==> config.mk <==
export PLATFORM = sky130hd
export DESIGN_NAME = cbf_out_queue
export DESIGN_NICKNAME = d
export VERILOG_FILES = /design/src/rtl/cbf_pkg.sv /design/src/rtl/cbf_cell.sv /design/src/rtl/cbf_out_queue.sv
export SDC_FILE = /design/constraint.sdc
export NUM_CORES = 1
export LEC_CHECK = 0
export BUFFER_PORTS_ARGS = -buffer_cell sky130_fd_sc_hd__buf_2
export CELL_PAD_IN_SITES_DETAIL_PLACEMENT = 1
export CELL_PAD_IN_SITES_GLOBAL_PLACEMENT = 1
export CORE_ASPECT_RATIO = 1.5
export CORE_UTILIZATION = 45
export CTS_CLUSTER_DIAMETER = 80
export DETAILED_ROUTE_END_ITERATION = 8
export GPL_TIMING_DRIVEN = 1
export PLACE_DENSITY = 0.77
export SETUP_SLACK_MARGIN = 0.05
export SLEW_MARGIN = 15
export SYNTH_ARGS = -nofsm -noshare
export SYNTH_HDL_FRONTEND = slang
export SYNTH_SLANG_ARGS = --single-unit
==> constraint.sdc <==
create_clock -name clk -period 4.6 [get_ports clk]
set_input_delay 0.46 -clock clk [delete_from_list [all_inputs] [get_ports clk]]
set_output_delay 0.46 -clock clk [all_outputs]
set_load 0.01 [all_outputs]
==> src/rtl/cbf_pkg.sv <==
// ----------------------------------------------------------------------------
// Cross blur filter package
// Shared widths, register indexes, result types and the arithmetic helpers
// used by the cross blur filter modules.
// ----------------------------------------------------------------------------
package cbf_pkg;

    localparam int CHAN_W = 8;
    localparam int PIX_W = 3 * CHAN_W;
    localparam int SUM_W = 11;

    localparam int CFG_WIDTH_W = 12;
    localparam int CFG_HEIGHT_W = 13;
    localparam int CFG_DATA_W = 13;
    localparam int CFG_INDEX_W = 1;

    localparam logic [CFG_INDEX_W-1:0] REG_FRAME_WIDTH = 1'd0;
    localparam logic [CFG_INDEX_W-1:0] REG_FRAME_HEIGHT = 1'd1;

    localparam logic [CFG_WIDTH_W-1:0] FRAME_WIDTH_RESET = 12'd640;
    localparam logic [CFG_HEIGHT_W-1:0] FRAME_HEIGHT_RESET = 13'd480;

    localparam int CBF_MAX_WIDTH = 2048;
    localparam int CBF_MAX_HEIGHT = 4096;

    localparam int QUEUE_DEPTH = 4;
    localparam int QUEUE_CNT_W = $clog2(QUEUE_DEPTH + 1);
    localparam int PUSH_MAX = 3;
    localparam int PUSH_W = 2;

    // Division by five as a multiply by 3277 / 2^14, exact for sums below 2^14.
    localparam int DIV5_MUL_W = 12;
    localparam logic [DIV5_MUL_W-1:0] DIV5_MUL = 12'd3277;
    localparam int DIV5_SHIFT = 14;
    localparam int PROD_W = SUM_W + DIV5_MUL_W;

    typedef struct packed {
        logic [SUM_W-1:0] red;
        logic [SUM_W-1:0] green;
        logic [SUM_W-1:0] blue;
    } cbf_sums_t;

    typedef struct packed {
        cbf_sums_t sums;
        logic      last_of_run;
        logic      frame_done;
    } cbf_entry_t;

    typedef struct packed {
        logic load;
        logic shift;
    } cbf_cell_ctrl_t;

    typedef struct packed {
        logic y_ge1;
        logic y_is0;
        logic y_is1;
        logic x_is0;
        logic x_is1;
        logic lastc;
        logic lastr;
        logic fwd_c;
        logic fwd_r;
    } cbf_flags_t;

    function automatic cbf_sums_t sum5(
        input logic [PIX_W-1:0] c,
        input logic [PIX_W-1:0] u,
        input logic [PIX_W-1:0] l,
        input logic [PIX_W-1:0] r,
        input logic [PIX_W-1:0] d
    );
        cbf_sums_t s;
        s.red = SUM_W'(c[2*CHAN_W +: CHAN_W]) + SUM_W'(u[2*CHAN_W +: CHAN_W])
              + SUM_W'(l[2*CHAN_W +: CHAN_W]) + SUM_W'(r[2*CHAN_W +: CHAN_W])
              + SUM_W'(d[2*CHAN_W +: CHAN_W]);
        s.green = SUM_W'(c[CHAN_W +: CHAN_W]) + SUM_W'(u[CHAN_W +: CHAN_W])
                + SUM_W'(l[CHAN_W +: CHAN_W]) + SUM_W'(r[CHAN_W +: CHAN_W])
                + SUM_W'(d[CHAN_W +: CHAN_W]);
        s.blue = SUM_W'(c[0 +: CHAN_W]) + SUM_W'(u[0 +: CHAN_W])
               + SUM_W'(l[0 +: CHAN_W]) + SUM_W'(r[0 +: CHAN_W])
               + SUM_W'(d[0 +: CHAN_W]);
        return s;
    endfunction

    function automatic logic [CHAN_W-1:0] div5(input logic [SUM_W-1:0] s);
        logic [PROD_W-1:0] prod;
        prod = PROD_W'(s) * PROD_W'(DIV5_MUL);
        return prod[DIV5_SHIFT +: CHAN_W];
    endfunction

endpackage

==> src/rtl/cbf_cell.sv <==
// ----------------------------------------------------------------------------
// Cross blur filter result cell
// One slot of the result chain. It loads a new result or takes the contents
// of its neighbor further from the head when the head result is taken.
// ----------------------------------------------------------------------------
module cbf_cell
    import cbf_pkg::*;
(
    input  logic           clk,
    input  logic           rst_n,
    input  cbf_cell_ctrl_t ctrl,
    input  cbf_entry_t     load_entry,
    input  logic           nbr_valid,
    input  cbf_entry_t     nbr_entry,
    output logic           cell_valid,
    output cbf_entry_t     cell_entry
);

    logic       valid_reg;
    cbf_entry_t entry_reg;

    always_ff @(posedge clk or negedge rst_n)
    begin
        if (!rst_n)
        begin
            valid_reg <= 1'b0;
        end
        else if (ctrl.load)
        begin
            valid_reg <= 1'b1;
        end
        else if (ctrl.shift)
        begin
            valid_reg <= nbr_valid;
        end
    end

    always_ff @(posedge clk)
    begin
        if (ctrl.load)
        begin
            entry_reg <= load_entry;
        end
        else if (ctrl.shift)
        begin
            entry_reg <= nbr_entry;
        end
    end

    assign cell_valid = valid_reg;
    assign cell_entry = entry_reg;

endmodule

==> src/rtl/cbf_out_queue.sv <==
// ----------------------------------------------------------------------------
// Cross blur filter result chain
// A row of result cells that collapses toward the head. Up to three results
// enter per cycle behind the occupied cells, and the head drives the output.
// ----------------------------------------------------------------------------
module cbf_out_queue
    import cbf_pkg::*;
(
    input  logic                   clk,
    input  logic                   rst_n,
    input  logic [PUSH_W-1:0]      push_n,
    input  cbf_entry_t             push_data [PUSH_MAX],
    input  logic                   out_stall,
    output logic                   head_valid,
    output cbf_entry_t             head_entry,
    output logic [QUEUE_CNT_W-1:0] free_slots
);

    logic [QUEUE_CNT_W-1:0] count_reg;
    logic [QUEUE_CNT_W-1:0] count_next;
    logic [QUEUE_CNT_W-1:0] base;
    logic                   pop;

    logic           cell_valid [QUEUE_DEPTH];
    cbf_entry_t     cell_entry [QUEUE_DEPTH];
    cbf_cell_ctrl_t cell_ctrl  [QUEUE_DEPTH];
    cbf_entry_t     cell_load  [QUEUE_DEPTH];
    logic           nbr_valid  [QUEUE_DEPTH];
    cbf_entry_t     nbr_entry  [QUEUE_DEPTH];

    assign pop = cell_valid[0] && !out_stall;
    assign base = count_reg - QUEUE_CNT_W'(pop);
    assign count_next = base + QUEUE_CNT_W'(push_n);
    assign free_slots = QUEUE_CNT_W'(QUEUE_DEPTH) - count_reg;

    always_ff @(posedge clk or negedge rst_n)
    begin
        if (!rst_n)
        begin
            count_reg <= '0;
        end
        else
        begin
            count_reg <= count_next;
        end
    end

    for (genvar i = 0; i < QUEUE_DEPTH; i++)
    begin : g_cell
        logic [QUEUE_CNT_W-1:0] offset;

        assign offset = QUEUE_CNT_W'(i) - base;

        always_comb
        begin
            cell_ctrl[i].shift = pop;
            cell_ctrl[i].load = (QUEUE_CNT_W'(i) >= base)
                             && (offset < QUEUE_CNT_W'(push_n));
            if (offset == QUEUE_CNT_W'(0))
            begin
                cell_load[i] = push_data[0];
            end
            else if (offset == QUEUE_CNT_W'(1))
            begin
                cell_load[i] = push_data[1];
            end
            else
            begin
                cell_load[i] = push_data[2];
            end
        end

        if (i == QUEUE_DEPTH - 1)
        begin : g_tail
            assign nbr_valid[i] = 1'b0;
            assign nbr_entry[i] = '0;
        end
        else
        begin : g_body
            assign nbr_valid[i] = cell_valid[i+1];
            assign nbr_entry[i] = cell_entry[i+1];
        end

        cbf_cell u_cell (
            .clk        (clk),
            .rst_n      (rst_n),
            .ctrl       (cell_ctrl[i]),
            .load_entry (cell_load[i]),
            .nbr_valid  (nbr_valid[i]),
            .nbr_entry  (nbr_entry[i]),
            .cell_valid (cell_valid[i]),
            .cell_entry (cell_entry[i])
        );
    end

    assign head_valid = cell_valid[0];
    assign head_entry = cell_entry[0];

endmodule

# --- After elaboration in Yosys (flattened, before gate mapping) ---
# Cells that the tools add are included.
word_totals:
  mem_bits_rw: 0
  latchBits: 0
  elab_cells: 82
  mem_bits_ro: 0
  mem_count: 0
  in_bits: 110
  reg_bits: 147
  output_inout_bits: 39
classes:
  mul: 0
  reduce_logical: 14
  n_eq_ne: 4
  add_sub_neg: 7
  div: 0
  shift: 0
  n_bitwise: 0
  n_mux: 24
  order_cmp: 8
op_table:
  columns: ["op", "count"]
  rows:
  - ["two-way mux 35 bit", 16]
  - ["equality test 3 x 1 -> 1 bit, second input constant", 4]
  - ["logical NOT 3 bit", 4]
  - ["< comparator 3 x 2 -> 1 bit", 4]
  - ["two-way mux 1 bit", 8]
  - ["nonzero test 2 bit", 4]
  - ["greater-or-equal comparator 1 x 3 -> 1 bit, first input constant", 2]
  - ["greater-or-equal comparator 2 x 3 -> 1 bit, first input constant", 2]
  - ["subtractor 1 x 3 -> 3 bit, first input constant", 2]
  - ["subtractor 2 x 3 -> 3 bit, first input constant", 2]
  - ["logical AND 1 bit", 5]
  - ["adder 3 x 2 -> 3 bit", 1]
  - ["subtractor 3 x 1 -> 3 bit", 1]
  - ["subtractor 3 bit, first input constant", 1]
  - ["logical NOT 1 bit", 1]

# --- Logic depth before layout (Yosys ltp) ---
depth:
  depth_word: 8
  mapped_depth: 17

# --- By module ---
# A second synthesis with hierarchy kept.
hier_totals:
  hier_cells: 811
  area_unflattened_um2: 10277.4
by_module_without_submodules:
  columns: ["module", "area_each_um2", "cells_per_inst", "instances"]
  rows:
  - ["cbf_cell", 1667.8, 78, 4]
  - ["cbf_out_queue", 3606.0, 499, 1]

# --- Least setup slack after synthesis ---
# OpenSTA, ideal clock, no wires.
synth_timing:
  kind: "input to register"
  startpoint: "in out_stall"
  endpoint: "reg g_cell[2].u_cell.entry_reg (netlist bit g_cell[2].u_cell.cell_entry[0]) (enable)"
  required_ns: 4.207
  t_arrival_ns: 3.919
  slack_ns: 0.288
  path_stages: 15
  n_path_buf: 5
  cell_sequence: "nand2b_1 > clkbuf_1 > inv_1 > ha_1 > buf_2 > buf_2 > buf_2 > inv_1 > ha_1 > inv_1 > ha_1 > nand2b_1 > nand4b_1 > clkbuf_1 > nand2_1"
synth_between:
  elab_chain_cells: 7
  word_cells_on_any_way: 8
  classes_between: "2 x add/sub; 2 x order compare; 4 x reduce/logical"
synth_rtl:
  columns: ["item", "line_no", "source"]
  rows:
  - ["from (decl)", "cbf_out_queue.sv:13", "input logic out_stall,"]
  - ["logical NOT 1 bit (*)", "cbf_out_queue.sv:31", "assign pop = cell_valid[0] && !out_stall;"]
  - ["logical AND 1 bit (*)", "cbf_out_queue.sv:31", null]
  - ["subtractor 3 x 1 -> 3 bit", "cbf_out_queue.sv:32", "assign base = count_reg - QUEUE_CNT_W'(pop);"]
  - ["subtractor 2 x 3 -> 3 bit", "cbf_out_queue.sv:52", "assign offset = QUEUE_CNT_W'(i) - base;"]
  - ["< comparator 3 x 2 -> 1 bit", "cbf_out_queue.sv:58", "&& (offset < QUEUE_CNT_W'(push_n));"]
  - ["logical AND 1 bit", "cbf_out_queue.sv:58", null]
  - ["nonzero test 2 bit (no source line) (*)", null, null]
  - ["to (signal assigned)", "cbf_cell.sv:42", "entry_reg <= load_entry;"]
  - ["to (signal assigned)", "cbf_cell.sv:46", "entry_reg <= nbr_entry;"]
  - ["to (decl)", "cbf_cell.sv:20", "cbf_entry_t entry_reg;"]
# Every way passes the cells marked *; elsewhere a longest branch is shown, timed or not.
# A chain may end at the register's enable or synchronous reset.

# --- Worst setup path after layout ---
layout_timing:
  startpoint: "reg g_cell[0].u_cell.valid_reg"
  endpoint: "reg g_cell[0].u_cell.entry_reg (netlist bit g_cell[0].u_cell.cell_entry[26]) (data pin)"
layout_between:
  elab_chain_cells: 7
  word_cells_on_any_way: 11
  classes_between: "2 x add/sub; 2 x order compare; 1 x eq/ne; 3 x mux; 3 x reduce/logical"
layout_rtl:
  columns: ["item", "line_no", "source"]
  rows:
  - ["from (decl)", "cbf_cell.sv:19", "logic valid_reg;"]
  - ["from (signal assigned)", "cbf_cell.sv:34", "valid_reg <= nbr_valid;"]
  - ["logical AND 1 bit (*)", "cbf_out_queue.sv:31", null]
  - ["subtractor 3 x 1 -> 3 bit (*)", "cbf_out_queue.sv:32", null]
  - ["subtractor 1 x 3 -> 3 bit", "cbf_out_queue.sv:52", null]
  - ["equality test 3 x 1 -> 1 bit", "cbf_out_queue.sv:63", "else if (offset == QUEUE_CNT_W'(1))"]
  - ["two-way mux 35 bit", "cbf_out_queue.sv:63", null]
  - ["two-way mux 35 bit", "cbf_out_queue.sv:59", "if (offset == QUEUE_CNT_W'(0))"]
  - ["two-way mux 35 bit (*)", "cbf_cell.sv:40", "if (ctrl.load)"]
  - ["to (signal assigned)", "cbf_cell.sv:42", null]
  - ["to (signal assigned)", "cbf_cell.sv:46", null]
  - ["to (decl)", "cbf_cell.sv:20", null]
# Marked as above.

==> impl_metrics.sql <==
INSERT INTO impl_metrics (metric_group, metric, value, unit) VALUES
('synthesis', 'netlist.area_leader.share', '48.0', '%'),
('synthesis', 'synth.distinct_cells', '39', ''),
('clock_network', 'cts_num_sinks', '147', ''),
('die', 'floorplan.initialDensity', '45.9', '%'),
('critical_path', 'worstPathArrival', '3.73', 'ns'),
('route', 'ant_nets', '0', ''),
('finish', 'design_area', '10300', 'µm²'),
('synthesis', 'synthDominantAreaCellType', 'edfxtp_1', ''),
('clock_network', 'cts_post_setup_buffers_inserted', '0', ''),
('synthesis', 'synth.yosys.warnings', '0', ''),
('timing', 'hold_violations', '0', ''),
('route', 'routedWlPerCell', '22.1', 'µm'),
('synthesis', 'synth_seq_cells', '147', ''),
('route', 'finalWirelength', '26100', 'µm'),
('power_and_ir_drop', 'static-leakage-power', '4.30', 'nW'),
('clock_network', 'htree_levels', '4', ''),
('timing', 'relSlewSlack', '46.5', '%'),
('critical_path', 'register_to_register_setup_slack', '1.04', 'ns'),
('die', 'die_x', '116', 'µm'),
('critical_path', 'crit_path_cell_trace', 'nand2b_1 -> inv_1 -> ha_4 -> ha_1 -> inv_1 -> ha_1 -> inv_1 -> ha_1 -> nor2b_1 -> or4_2 -> buf_4 -> mux2_1', ''),
('finish', 'most-common-layout-cells', '148 x buf_2, 140 x edfxtp_1, 114 x o21ai_0', ''),
('critical_path', 'maximum_fanout_along_the_worst_path', '35', ''),
('route', 'num_vias', '6988', ''),
('timing', 'min_period_over_period', '77.4', '%'),
('finish', 'layout-area-overhead-vs-synth', '17.3', '%'),
('timing', 'setup_repair_after_global_routing_missed_its_margin', 'no', ''),
('place', 'finalWeightedCongestion', '0.780', ''),
('global_route', 'met2_usage', '51.2', '%'),
('global_route', 'grt_first_pass_wirelength', '41100', 'µm'),
('synthesis', 'synth-seq-area-share', '50.0', '%'),
('route', 'drt_pre_antenna_iters', '5', ''),
('route', 'via_to_cell_ratio', '5.91', ''),
('die', 'io_pins', '149', ''),
('finish', 'mostFrequentLayoutCell', 'buf_2', ''),
('synthesis', 'postSynthNetCount', '936', ''),
('global_route', 'grt_pass1_vias', '7697', ''),
('power_and_ir_drop', 'cellPowerDensity', '928', 'nW/µm²'),
('global_route', 'overflow', '0', ''),
('critical_path', 'cpMaxStageDelayCell', 'or4_2', ''),
('synthesis', 'synthTopCellsByArea', 'edfxtp_1 48%, mux2i_1 12%, o21ai_0 6.5%, nand2_1 3.5%, mux2_4 3.4%', ''),
('global_route', 'gr-usage-met1', '30.0', '%'),
('global_route', 'grt_antenna_before_repair', '1', ''),
('global_route', 'grt_use_met3', '4.24', '%'),
('finish', 'drive_gt1_share', '26.6', '%'),
('finish', 'largest_register_ffs', '140', ''),
('place', 'dp_slack', '0.899', 'ns'),
('die', 'cell_row_count', '62', ''),
('status', 'status', 'finished, final reports clean', ''),
('finish', 'multiInputGateArea', '3870', 'µm²'),
('timing', 'worst_margin_slew', '0.803', 'ns'),
('hold_path', 'hold_path.class', 'in2reg', ''),
('clock_network', 'clock_latency_late_sink', '0.42', 'ns'),
('finish', 'design.final.nets', '1035', ''),
('die', 'design.core.area', '19100', 'µm²'),
('timing', 'clock.fmax', '0.281', 'GHz'),
('clock_network', 'cts-root-buf', 'clkbuf_16', ''),
('critical_path', 'path_class', 'reg2reg', ''),
('critical_path', 'critPathMaxStageDelay', '0.68', 'ns'),
('critical_path', 'crit_required', '4.77', 'ns'),
('timing', 'timing.hold.ws', '0.336', 'ns'),
('timing', 'setup_viol', '0', ''),
('route', 'detail_route.drc_violations', '0', ''),
('global_route', 'groute.usage.overall', '27.5', '%'),
('critical_path', 'crit_path_end_kind', 'flip-flop', ''),
('job', 'drv_cap', '0', ''),
('finish', 'area.sequential', '4380', 'µm²'),
('timing', 'skew', '0.00614', 'ns'),
('place', 'hpwlAfterDp', '17200', 'µm'),
('synthesis', 'synth.cell_area', '8750', 'µm²'),
('synthesis', 'postSynthAreaPerCell', '10.8', 'µm²'),
('die', 'die_y', '173', 'µm');
-- worst max-delay path: cells and delay by family (launching register included) --
family / cells / cell delay (ns)
adder cells (fa/ha/maj): 4 / 1.01
buffers and inverters: 4 / 0.59
flip-flops: 1 / 0.39
multiplexers: 1 / 0.39
AND/OR/NAND/NOR: 3 / 0.91
-- per-stage QoR --
| step | instances | util [%] | power (mW) |
|---|---|---|---|
| floorplan | 813 | - | 6.41 |
| global placement | 1148 | 50.4 | 7.78 |
| detailed placement | 1148 | 50.4 | 7.99 |
| CTS | 1181 | 53.8 | 9.58 |
| global route | 1182 | 53.8 | 10.1 |
| finish | 1182 | 53.8 | 9.52 |
-- metal layers --
layer  wire length (µm)  up-vias
li1                   -     3171
met1               9820     3543
met2              14500      213
met3                999       61
met4                764        0
met5                  0        -
-- timing repair --
action | in CTS | in global routing
endpoints found under the hold margin | 7 | 0
resized for setup | 0 | 0
hold buffers | 1 | 0
-- power breakdown --
part | leakage, nW | internal [mW] | switching [mW]
clock network | 0.301 | 0.963 | 0.567
logic | 2.58 | 1.89 | 3.21
registers | 1.43 | 2.67 | 0.221
total | 4.30 | 5.52 | 4.00
-- cell usage after synthesis --
cell and count:
a211oi_1 35, mux2_1 8, o22ai_1 27, clkbuf_1 44
nor3_1 1, nand3_2 1, o21a_1 1, a21oi_1 36
nand2_2 1, buf_6 3, and2_1 1, mux2i_1 106
nand2b_1 2, dfrtp_1 7, nand2_1 81, xor2_1 1
fa_1 1, buf_2 13, and4b_1 1, xnor2_4 1
ha_1 12, nor2b_1 13, o221ai_1 1, o21ba_2 1
nor2_1 72, nor4b_1 8, mux2_4 20, o2111ai_1 1
buf_4 36, xnor2_1 1, nand3b_1 1, edfxtp_1 140
xnor3_1 1, nand4b_1 1, o21ai_0 114, inv_1 10
nand3_1 1, or4_1 1, mux2_2 8
-- kinds of logic after synthesis --
| kind of cell | share of synthesized area (%) |
|---|---|
| DFF | 50.0 |
| muxes | 17.6 |
| xor gates and xnor gates | 0.772 |
| AOI/OAI and AO/OA | 13.9 |
| and+or+nand+nor | 9.19 |
| buffers and inverters | 6.53 |
| adders and majority gates | 1.94 |
-- layout make-up --
type,count,area share (%)
sequential,147,42.7
multi-input combinational,560,37.7
timing repair buffer,176,9.90
clock buffer,19,4.22
tap,256,3.12
clock inverter,13,2.02
inverter,10,0.366
antenna,1,0.0244
-- final timing paths --
check / startpoint / endpoint / cells past startpoint
max: g_cell[0].u_cell.cell_valid$_DFFE_PN0P_ / g_cell[0].u_cell.cell_entry[26]$_DFFE_PP_ / 12
min: push_n[0] / count_reg[0]$_DFF_PN0_ / 3
max reg2reg: g_cell[0].u_cell.cell_valid$_DFFE_PN0P_ / g_cell[0].u_cell.cell_entry[26]$_DFFE_PP_ / 12
min reg2reg: g_cell[3].u_cell.cell_valid$_DFFE_PN0P_ / g_cell[3].u_cell.cell_valid$_DFFE_PN0P_ / 2
max in group asynchronous: rst_n / count_reg[1]$_DFF_PN0_ / 2
min in group asynchronous: rst_n / g_cell[0].u_cell.cell_valid$_DFFE_PN0P_ / 2
Power figures use the tool's default switching activity.
